<file path="config.mk">
export PLATFORM = sky130hd
export DESIGN_NAME = humidity_temperature_frame_decoder
export DESIGN_NICKNAME = d
export VERILOG_FILES = /design/src/hw/rtl/htfd_pkg.sv /design/src/hw/rtl/htfd_front.sv /design/src/hw/rtl/htfd_queue.sv /design/src/hw/rtl/htfd_back.sv /design/src/hw/rtl/humidity_temperature_frame_decoder.sv
export SDC_FILE = /design/constraint.sdc
export NUM_CORES = 2
export LEC_CHECK = 0
export BUFFER_PORTS_ARGS = -buffer_cell sky130_fd_sc_hd__buf_2
export CAP_MARGIN = 20
export CORE_ASPECT_RATIO = 2
export CORE_UTILIZATION = 59
export DETAILED_ROUTE_END_ITERATION = 7
export HOLD_SLACK_MARGIN = 0.05
export PLACE_DENSITY = 0.82
export SLEW_MARGIN = 40
export SYNTH_ARGS = -nofsm -noshare
export SYNTH_HDL_FRONTEND = slang
export SYNTH_SLANG_ARGS = --single-unit
</file>
<file path="constraint.sdc">
create_clock -name clk -period 6.4 [get_ports clk]
set_clock_uncertainty 0.05 [all_clocks]
set_input_delay 1.28 -clock clk [delete_from_list [all_inputs] [get_ports clk]]
set_output_delay 1.28 -clock clk [all_outputs]
set_load 0.1 [all_outputs]
</file>
<file path="src/hw/rtl/htfd_pkg.sv">
package htfd_pkg;

  // Frame layout
  localparam int unsigned DATA_BYTES = 6;
  localparam logic [2:0]  CRC_POS    = 3'd6;

  // CRC-8, poly 0x31, init 0xFF, MSB first, no final xor
  localparam logic [7:0]  CRC_POLY   = 8'h31;
  localparam logic [7:0]  CRC_INIT   = 8'hFF;

  // Scaling: q = (scale * raw) / 1048, done as ((scale * raw) >> 3) / 131.
  // 1/131 by reciprocal: M = ceil(2^32 / 131); error term 14 * y < 2^32
  // for y < 2^25, so the floor is exact over the whole input range.
  localparam logic [6:0]  HUM_SCALE   = 7'd100;
  localparam logic [7:0]  TEMP_SCALE  = 8'd200;
  localparam logic [24:0] RECIP_M     = 25'd32786010;
  localparam int unsigned RECIP_SHIFT = 32;
  localparam logic [18:0] TEMP_OFFSET = 19'd50000;

  // Queue between front and back
  localparam int unsigned QDEPTH = 2;

  typedef struct packed {
    logic [7:0]  status;
    logic [19:0] hraw;
    logic [19:0] traw;
    logic        crc_err;
  } job_t;

  typedef struct packed {
    logic full;
    logic empty;
  } q_status_t;

  function automatic logic [7:0] crc8_update(input logic [7:0] crc, input logic [7:0] b);
    logic [7:0] c;
    c = crc ^ b;
    for (int k = 0; k < 8; k++) begin
      if (c[7]) begin
        c = {c[6:0], 1'b0} ^ CRC_POLY;
      end else begin
        c = {c[6:0], 1'b0};
      end
    end
    return c;
  endfunction

endpackage

</file>
<file path="src/hw/rtl/htfd_front.sv">
module htfd_front (
  input  logic             clk,
  input  logic             rst_n,
  input  logic             acc_i,
  input  logic [7:0]       data_byte_i,
  input  logic             frame_start_i,
  output logic             push_o,
  output htfd_pkg::job_t   job_o
);
  import htfd_pkg::*;

  logic [2:0] pos_r, pos_nxt;
  logic [7:0] crc_r, crc_nxt;
  logic [7:0] bytes_r [0:DATA_BYTES-1];

  logic [2:0] pos_eff;
  logic [7:0] crc_base;
  logic       is_data;

  always_comb begin
    pos_eff  = frame_start_i ? 3'd0 : pos_r;
    crc_base = (pos_eff == 3'd0) ? CRC_INIT : crc_r;
    is_data  = (pos_eff < CRC_POS);
    pos_nxt  = pos_r;
    crc_nxt  = crc_r;
    if (acc_i) begin
      if (is_data) begin
        pos_nxt = pos_eff + 3'd1;
        crc_nxt = crc8_update(crc_base, data_byte_i);
      end else begin
        pos_nxt = 3'd0;
        crc_nxt = CRC_INIT;
      end
    end
  end

  always_ff @(posedge clk) begin
    if (!rst_n) begin
      pos_r <= 3'd0;
      crc_r <= CRC_INIT;
    end else begin
      pos_r <= pos_nxt;
      crc_r <= crc_nxt;
    end
  end

  // frame byte store, no reset
  always_ff @(posedge clk) begin
    if (acc_i && is_data) begin
      bytes_r[pos_eff] <= data_byte_i;
    end
  end

  assign push_o          = acc_i && !is_data;
  assign job_o.status    = bytes_r[0];
  assign job_o.hraw      = {bytes_r[1], bytes_r[2], bytes_r[3][7:4]};
  assign job_o.traw      = {bytes_r[3][3:0], bytes_r[4], bytes_r[5]};
  assign job_o.crc_err   = (crc_base != data_byte_i);

endmodule

</file>
<file path="src/hw/rtl/htfd_queue.sv">
module htfd_queue (
  input  logic               clk,
  input  logic               rst_n,
  input  logic               push_i,
  input  htfd_pkg::job_t     job_i,
  input  logic               pop_i,
  output htfd_pkg::job_t     job_o,
  output htfd_pkg::q_status_t status_o
);
  import htfd_pkg::*;

  localparam int unsigned PW = (QDEPTH > 1) ? $clog2(QDEPTH) : 1;
  localparam int unsigned CW = $clog2(QDEPTH + 1);

  job_t          mem_r [0:QDEPTH-1];
  logic [PW-1:0] wr_ptr_r, wr_ptr_nxt;
  logic [PW-1:0] rd_ptr_r, rd_ptr_nxt;
  logic [CW-1:0] count_r, count_nxt;

  function automatic logic [PW-1:0] ptr_inc(input logic [PW-1:0] p);
    return (p == PW'(QDEPTH - 1)) ? '0 : p + PW'(1);
  endfunction

  always_comb begin
    wr_ptr_nxt = push_i ? ptr_inc(wr_ptr_r) : wr_ptr_r;
    rd_ptr_nxt = pop_i  ? ptr_inc(rd_ptr_r) : rd_ptr_r;
    count_nxt  = count_r;
    case ({push_i, pop_i})
      2'b10:   count_nxt = count_r + CW'(1);
      2'b01:   count_nxt = count_r - CW'(1);
      default: count_nxt = count_r;
    endcase
  end

  always_ff @(posedge clk) begin
    if (!rst_n) begin
      wr_ptr_r <= '0;
      rd_ptr_r <= '0;
      count_r  <= '0;
    end else begin
      wr_ptr_r <= wr_ptr_nxt;
      rd_ptr_r <= rd_ptr_nxt;
      count_r  <= count_nxt;
    end
  end

  always_ff @(posedge clk) begin
    if (push_i) begin
      mem_r[wr_ptr_r] <= job_i;
    end
  end

  assign job_o          = mem_r[rd_ptr_r];
  assign status_o.full  = (count_r == CW'(QDEPTH));
  assign status_o.empty = (count_r == '0);

endmodule

</file>
<file path="src/hw/rtl/htfd_back.sv">
module htfd_back (
  input  logic               clk,
  input  logic               rst_n,
  input  htfd_pkg::job_t     job_i,
  input  logic               job_avail_i,
  output logic               pop_o,
  output logic               out_valid,
  input  logic               out_stall,
  output logic [7:0]         out_status_byte,
  output logic               out_calibrated,
  output logic               out_busy_res,
  output logic               out_crc_error,
  output logic [16:0]        out_humidity_milli_pct,
  output logic signed [18:0] out_temperature_milli_c
);
  import htfd_pkg::*;

  logic adv;

  // stage 1: scaled raw values, already divided by 8
  logic        s1_valid_r;
  logic [7:0]  s1_status_r;
  logic        s1_err_r;
  logic [23:0] s1_hy_r;
  logic [24:0] s1_ty_r;
  logic [26:0] h_scaled;
  logic [27:0] t_scaled;

  // stage 2: quotients by 131
  logic        s2_valid_r;
  logic [7:0]  s2_status_r;
  logic        s2_err_r;
  logic [16:0] s2_hq_r;
  logic [17:0] s2_tq_r;
  logic [48:0] h_prod;
  logic [49:0] t_prod;

  // output register
  logic        out_valid_r;
  logic [7:0]  out_status_r;
  logic        out_err_r;
  logic [16:0] out_hum_r;
  logic [18:0] out_temp_r;

  assign adv   = !out_valid_r || !out_stall;
  assign pop_o = adv && job_avail_i;

  assign h_scaled = 27'(job_i.hraw) * 27'(HUM_SCALE);
  assign t_scaled = 28'(job_i.traw) * 28'(TEMP_SCALE);
  assign h_prod   = 49'(s1_hy_r) * 49'(RECIP_M);
  assign t_prod   = 50'(s1_ty_r) * 50'(RECIP_M);

  always_ff @(posedge clk) begin
    if (!rst_n) begin
      s1_valid_r  <= 1'b0;
      s2_valid_r  <= 1'b0;
      out_valid_r <= 1'b0;
    end else if (adv) begin
      s1_valid_r  <= pop_o;
      s2_valid_r  <= s1_valid_r;
      out_valid_r <= s2_valid_r;
    end
  end

  always_ff @(posedge clk) begin
    if (adv) begin
      s1_status_r  <= job_i.status;
      s1_err_r     <= job_i.crc_err;
      s1_hy_r      <= h_scaled[26:3];
      s1_ty_r      <= t_scaled[27:3];
      s2_status_r  <= s1_status_r;
      s2_err_r     <= s1_err_r;
      s2_hq_r      <= h_prod[RECIP_SHIFT+16:RECIP_SHIFT];
      s2_tq_r      <= t_prod[RECIP_SHIFT+17:RECIP_SHIFT];
      out_status_r <= s2_status_r;
      out_err_r    <= s2_err_r;
      out_hum_r    <= s2_hq_r;
      out_temp_r   <= {1'b0, s2_tq_r} - TEMP_OFFSET;
    end
  end

  assign out_valid               = out_valid_r;
  assign out_status_byte         = out_status_r;
  assign out_calibrated          = out_status_r[3];
  assign out_busy_res            = out_status_r[7];
  assign out_crc_error           = out_err_r;
  assign out_humidity_milli_pct  = out_hum_r;
  assign out_temperature_milli_c = $signed(out_temp_r);

endmodule

</file>
<file path="src/hw/rtl/humidity_temperature_frame_decoder.sv">
// Path: after the transaction of the CRC byte, a job passes the job queue, stage 1, stage 2 and the output register.
// Throughput: one byte per cycle sustained while in_stall is low; one frame is 7 bytes.
// The input stalls only while the 2-entry job queue between front and back is full.
// Back end is a 3-stage pipeline (scale, reciprocal multiply, offset) moved by out_stall.
// Reset (rst_n, synchronous, active low) clears byte position, CRC (to 0xFF), queue
// pointers and pipeline valids; stored frame bytes and payload registers are not reset.
module humidity_temperature_frame_decoder (
  input  logic               clk,
  input  logic               rst_n,
  // input channel: one frame byte per transaction
  input  logic               in_valid,
  output logic               in_stall,
  input  logic [7:0]         in_data_byte,
  input  logic               in_frame_start,
  // result channel: one transaction per complete frame
  output logic               out_valid,
  input  logic               out_stall,
  output logic [7:0]         out_status_byte,
  output logic               out_calibrated,
  output logic               out_busy_res,
  output logic               out_crc_error,
  output logic [16:0]        out_humidity_milli_pct,
  output logic signed [18:0] out_temperature_milli_c
);
  import htfd_pkg::*;

  logic      in_acc;
  logic      push;
  logic      pop;
  job_t      job_front;
  job_t      job_head;
  q_status_t q_status;

  // Front takes bytes freely unless the queue cannot take a finished frame.
  assign in_stall = q_status.full;
  assign in_acc   = in_valid && !in_stall;

  // Front: byte position, running CRC and the frame byte store. On the CRC
  // byte it packs status, raw humidity, raw temperature and the CRC check
  // into one job.
  htfd_front u_front (
    .clk           (clk),
    .rst_n         (rst_n),
    .acc_i         (in_acc),
    .data_byte_i   (in_data_byte),
    .frame_start_i (in_frame_start),
    .push_o        (push),
    .job_o         (job_front)
  );

  // Short queue, so a stalled result side does not hold up byte intake
  // until a second finished frame is waiting.
  htfd_queue u_queue (
    .clk      (clk),
    .rst_n    (rst_n),
    .push_i   (push),
    .job_i    (job_front),
    .pop_i    (pop),
    .job_o    (job_head),
    .status_o (q_status)
  );

  // Back: fixed-point conversion to milli-percent and millidegrees.
  htfd_back u_back (
    .clk                     (clk),
    .rst_n                   (rst_n),
    .job_i                   (job_head),
    .job_avail_i             (!q_status.empty),
    .pop_o                   (pop),
    .out_valid               (out_valid),
    .out_stall               (out_stall),
    .out_status_byte         (out_status_byte),
    .out_calibrated          (out_calibrated),
    .out_busy_res            (out_busy_res),
    .out_crc_error           (out_crc_error),
    .out_humidity_milli_pct  (out_humidity_milli_pct),
    .out_temperature_milli_c (out_temperature_milli_c)
  );

  // a finished frame never arrives at a full queue
  a_push_not_full: assert property (@(posedge clk) disable iff (!rst_n)
    push |-> !q_status.full)
    else $error("job pushed into full queue");

  // back never pops an empty queue
  a_pop_not_empty: assert property (@(posedge clk) disable iff (!rst_n)
    pop |-> !q_status.empty)
    else $error("job popped from empty queue");

  // one job held and another pushed with no pop fills the queue
  a_fill: assert property (@(posedge clk) disable iff (!rst_n)
    (push && !pop && !q_status.empty && !q_status.full) |=> q_status.full)
    else $error("queue occupancy lost");

  // an empty queue with nothing pushed stays empty
  a_stay_empty: assert property (@(posedge clk) disable iff (!rst_n)
    (q_status.empty && !push) |=> q_status.empty)
    else $error("queue occupancy invented");

endmodule
</file>
==> out/results.txt <==
outcome = complete, but fails checks
violated checks = design-rule violations, negative setup slack
Placeable Area = 0.0580 mm^2
most frequent CP cell = fa_1
DRT Wirelength = 78100 um
Max Slew Vio Count = 0
1st-pass router iterations = 8
Final Non-Filler Cells = 4022
Clk pwr share = 0.203
share of the yosys chip area belonging to registers = 0.265
switch share = 0.408
PortBufs = 61
Reg-to-Reg Start = u_back.s1_hy_r[7]$_DFFE_PP_
CP Cell Sequence = buf_6 -> fa_1 -> fa_1 -> inv_1 -> fa_1 -> fa_1 -> fa_1 -> fa_1 -> fa_1 -> inv_2 -> ha_4 -> and3_4 -> nand4_1 -> nor4_4 -> nand4_1 -> o211ai_1 -> buf_4 -> o21a_4 -> buf_4 -> a311o_1 -> a21oi_2 -> xnor2_2
R2R Setup Slk = -0.37 ns
Post-Syn Instances = 2973
TNS Setup = -4.44 ns
tightest hold margin = 0.350 ns
leak pwr = 0.0193 uW
P_sw = 3580 uW
Starting Density = 0.598
Clock Tree Root = clkbuf_16
worst path bufs/invs = 5
Cell Area, Synth = 0.0347 mm^2
dominant cell type by area after synthesis = fa_1
RSZ-0062 raised after global routing = yes
HP Class = reg2reg
ys flop type = edfxtp_1
vias per inst = 5.48
initial antenna violation count = 1
Clock transition at path regs = 0.09 ns
Hold Fails Final Rpt = 0
YS warnings = 0
hold_sp = u_back.s2_tq_r[1]$_DFFE_PP_
post-detailed-route count of antenna-violating nets = 0
floorplan row count = 125
Crit Path Max Fanout = 4
Crit-path slowest cell = fa_1
clock buffer depth = 3
CTS tree = built
max-cap viol count = 0
Worst Slack Setup Final = -0.368 ns
Pint = 5190 uW
I/O pins = 62
sequential cell area = 0.00918 mm^2
clock latency at the later pin of the worst-skew pair = 0.61 ns
Hold EP = u_back.out_temperature_milli_c[1]$_DFFE_PP_
mean post-synth cell area = 11.7 um^2
max_slew headroom = 0.492
Syn Nets = 4117
wire per inst = 19.4 um
GRT Overall Usage = 0.269
CTS Buf Count = 27
CP arrival = 7.06 ns
Tmin final = 6.77 ns
GPL Wtd Cong = 0.954
worst hold path cell count = 0
Slowest Stage Delay on Critical Path = 0.53 ns
area share of the largest cell type after synthesis = 0.279
fmax = 0.148 GHz
Tcrit/Tclk final = 1.06
crit path launch type = flip-flop
Final setup viols = 19
Iteration-0 DRC Markers = 847
Multi-input gate area = 0.0231 mm^2
via count = 22100
proportion of layout cells with a drive suffix above 1 = 0.135
GRT overflow = 0
Worst EP required = 6.69 ns
fillers = 4162
worst-margin pin slew = 0.757 ns
count leader, synth = inv_1
DRC = 1
placed cells = 3951
Antenna Cells = 0
Comb power frac = 0.494
flops & latches, synth = 312
first-pass GRT wire length = 124000 um
Post-synth top cells = inv_1, ha_1, fa_1, edfxtp_1, xnor2_1
pin count of the biggest net entering global routing = 69
Die W = 173 um
R2R cell count = 22
Max IR drop VDD = 298 uV
reg2reg end = u_back.s2_hq_r[13]$_DFFE_PP_
Die Y = 345 um
Distinct cells, synth = 66
pwr/cell area = 224 mW/mm^2
Layout Nets = 4383
clk sinks = 312
vias in the first global route = 25500
share of flip-flops with an asynchronous set or reset = 0
top cells by area, synth = fa_1, edfxtp_1, ha_1, inv_1, xnor2_1
DP HPWL = 65000 um
Worst Setup End Kind = flip-flop
area delta synth->final = 12.7%
Reg power frac = 0.303
EDFF count, synth = 293
die area = 0.0598 mm^2
worst setup path class = reg2reg
H-Tree Depth = 1
CP delay by family, top = adder cells
[per-stage QoR]
stage	utilization	total power [uW]	setup WS (ns)	area, um^2
2_1_floorplan	-	5440	-0.0178	34700
3_3_place_gp	0.642	6400	-0.420	37200
3_5_place_dp	0.642	6540	-0.621	37300
4_1_cts	0.664	8540	-0.331	38600
5_1_grt	0.674	9250	-0.533	39100
6_report	0.674	8770	-0.368	39100
[flip-flops by register name (all words and copies together), names as in the netlist, 17 cells and up, named ones only]
| register | count |
|---|---|
| u_queue.mem_r | 98 |
| u_front.bytes_r | 48 |
| u_back.s1_ty_r | 25 |
| u_back.s1_hy_r | 24 |
| u_back.out_temperature_milli_c | 19 |
| u_back.s2_tq_r | 18 |
| u_back.out_humidity_milli_pct | 17 |
| u_back.s2_hq_r | 17 |
[worst max path at each step]
stage,startpoint,to,depth (start not counted)
detailed placement,u_back.s1_hy_r[8]$_DFFE_PP_,u_back.s2_hq_r[16]$_DFFE_PP_,21
global route,u_back.s1_hy_r[7]$_DFFE_PP_,u_back.s2_hq_r[13]$_DFFE_PP_,22
finish,u_back.s1_hy_r[7]$_DFFE_PP_,u_back.s2_hq_r[13]$_DFFE_PP_,22
CTS,u_back.s1_hy_r[1]$_DFFE_PP_,u_back.s2_hq_r[12]$_DFFE_PP_,22
global placement,u_back.s1_ty_r[5]$_DFFE_PP_,u_back.s2_tq_r[15]$_DFFE_PP_,21
floorplan,u_back.s1_hy_r[1]$_DFFE_PP_,u_back.s2_hq_r[16]$_DFFE_PP_,20
[metal layers]
metal	track usage	vias up	wire length (um)
met5	0	-	0
met4	0.161	0	5160
met3	0.0221	264	2140
met2	0.555	474	45700
met1	0.249	11200	25100
li1	-	10100	-
[cell type report]
class	count	area share
clock buffers	31	0.0177
clock inverters	19	0.00634
inverters	829	0.0796
multi-input cells	1815	0.590
flip-flops and latches	312	0.235
well taps	762	0.0244
repair buffers	254	0.0469
[cell families (layout without fill, tap and decap cells)]
kind of cell | after synthesis | after routing | synth area share
adders and majority gates | 1131 | 1131 | 0.513
buffers and inverters | 846 | 1133 | 0.0920
DFF | 312 | 312 | 0.265
AOI/OAI and AO/OA | 259 | 259 | 0.0492
and+or+nand+nor | 256 | 256 | 0.0363
xor gates and xnor gates | 117 | 117 | 0.0295
muxes | 52 | 52 | 0.0158
[power groups by stage]
stage          clock network (uW)  registers (uW)  logic [uW]
3_5_place_dp                    0            2700        3840
3_3_place_gp                    0            2690        3710
5_1_grt                      1870            2680        4700
4_1_cts                      1810            2660        4080
2_1_floorplan                   0            3480        1960
6_report                     1780            2650        4330
[worst reg2reg max path, stage by stage, from the launching register on]
cell,delay (ns)
edfxtp_1,0.51
buf_6,0.17
fa_1,0.49
fa_1,0.54
inv_1,0.06
fa_1,0.52
fa_1,0.44
fa_1,0.52
fa_1,0.45
fa_1,0.51
inv_2,0.04
ha_4,0.27
and3_4,0.20
nand4_1,0.22
nor4_4,0.32
nand4_1,0.14
o211ai_1,0.17
buf_4,0.20
o21a_4,0.15
buf_4,0.12
a311o_1,0.21
a21oi_2,0.08
xnor2_2,0.15
[cells in the final DEF, fill, tap and decap left out, types with 18 or more instances in the layout]
| cell | count |
|---|---|
| a21oi_1 | 56 |
| edfxtp_1 | 293 |
| inv_1 | 816 |
| o21ai_0 | 28 |
| nand3_1 | 28 |
| ha_4 | 18 |
| buf_4 | 177 |
| nor3_1 | 27 |
| nor2_1 | 47 |
| buf_2 | 61 |
| mux2_2 | 22 |
| a21o_1 | 44 |
| fa_1 | 475 |
| xnor2_1 | 77 |
| xor2_1 | 36 |
| nand2_1 | 60 |
| ha_1 | 626 |
| dfxtp_1 | 18 |
| mux2i_1 | 30 |
| clkbuf_16 | 27 |
[what timing repair did]
action,4_1_cts,5_1_grt
setup endpoints to repair,28,31
resized for setup,66,76
setup buffers,8,13
pin swaps,26,40
hold buffers,0,0
Power figures use the tool's default switching activity.
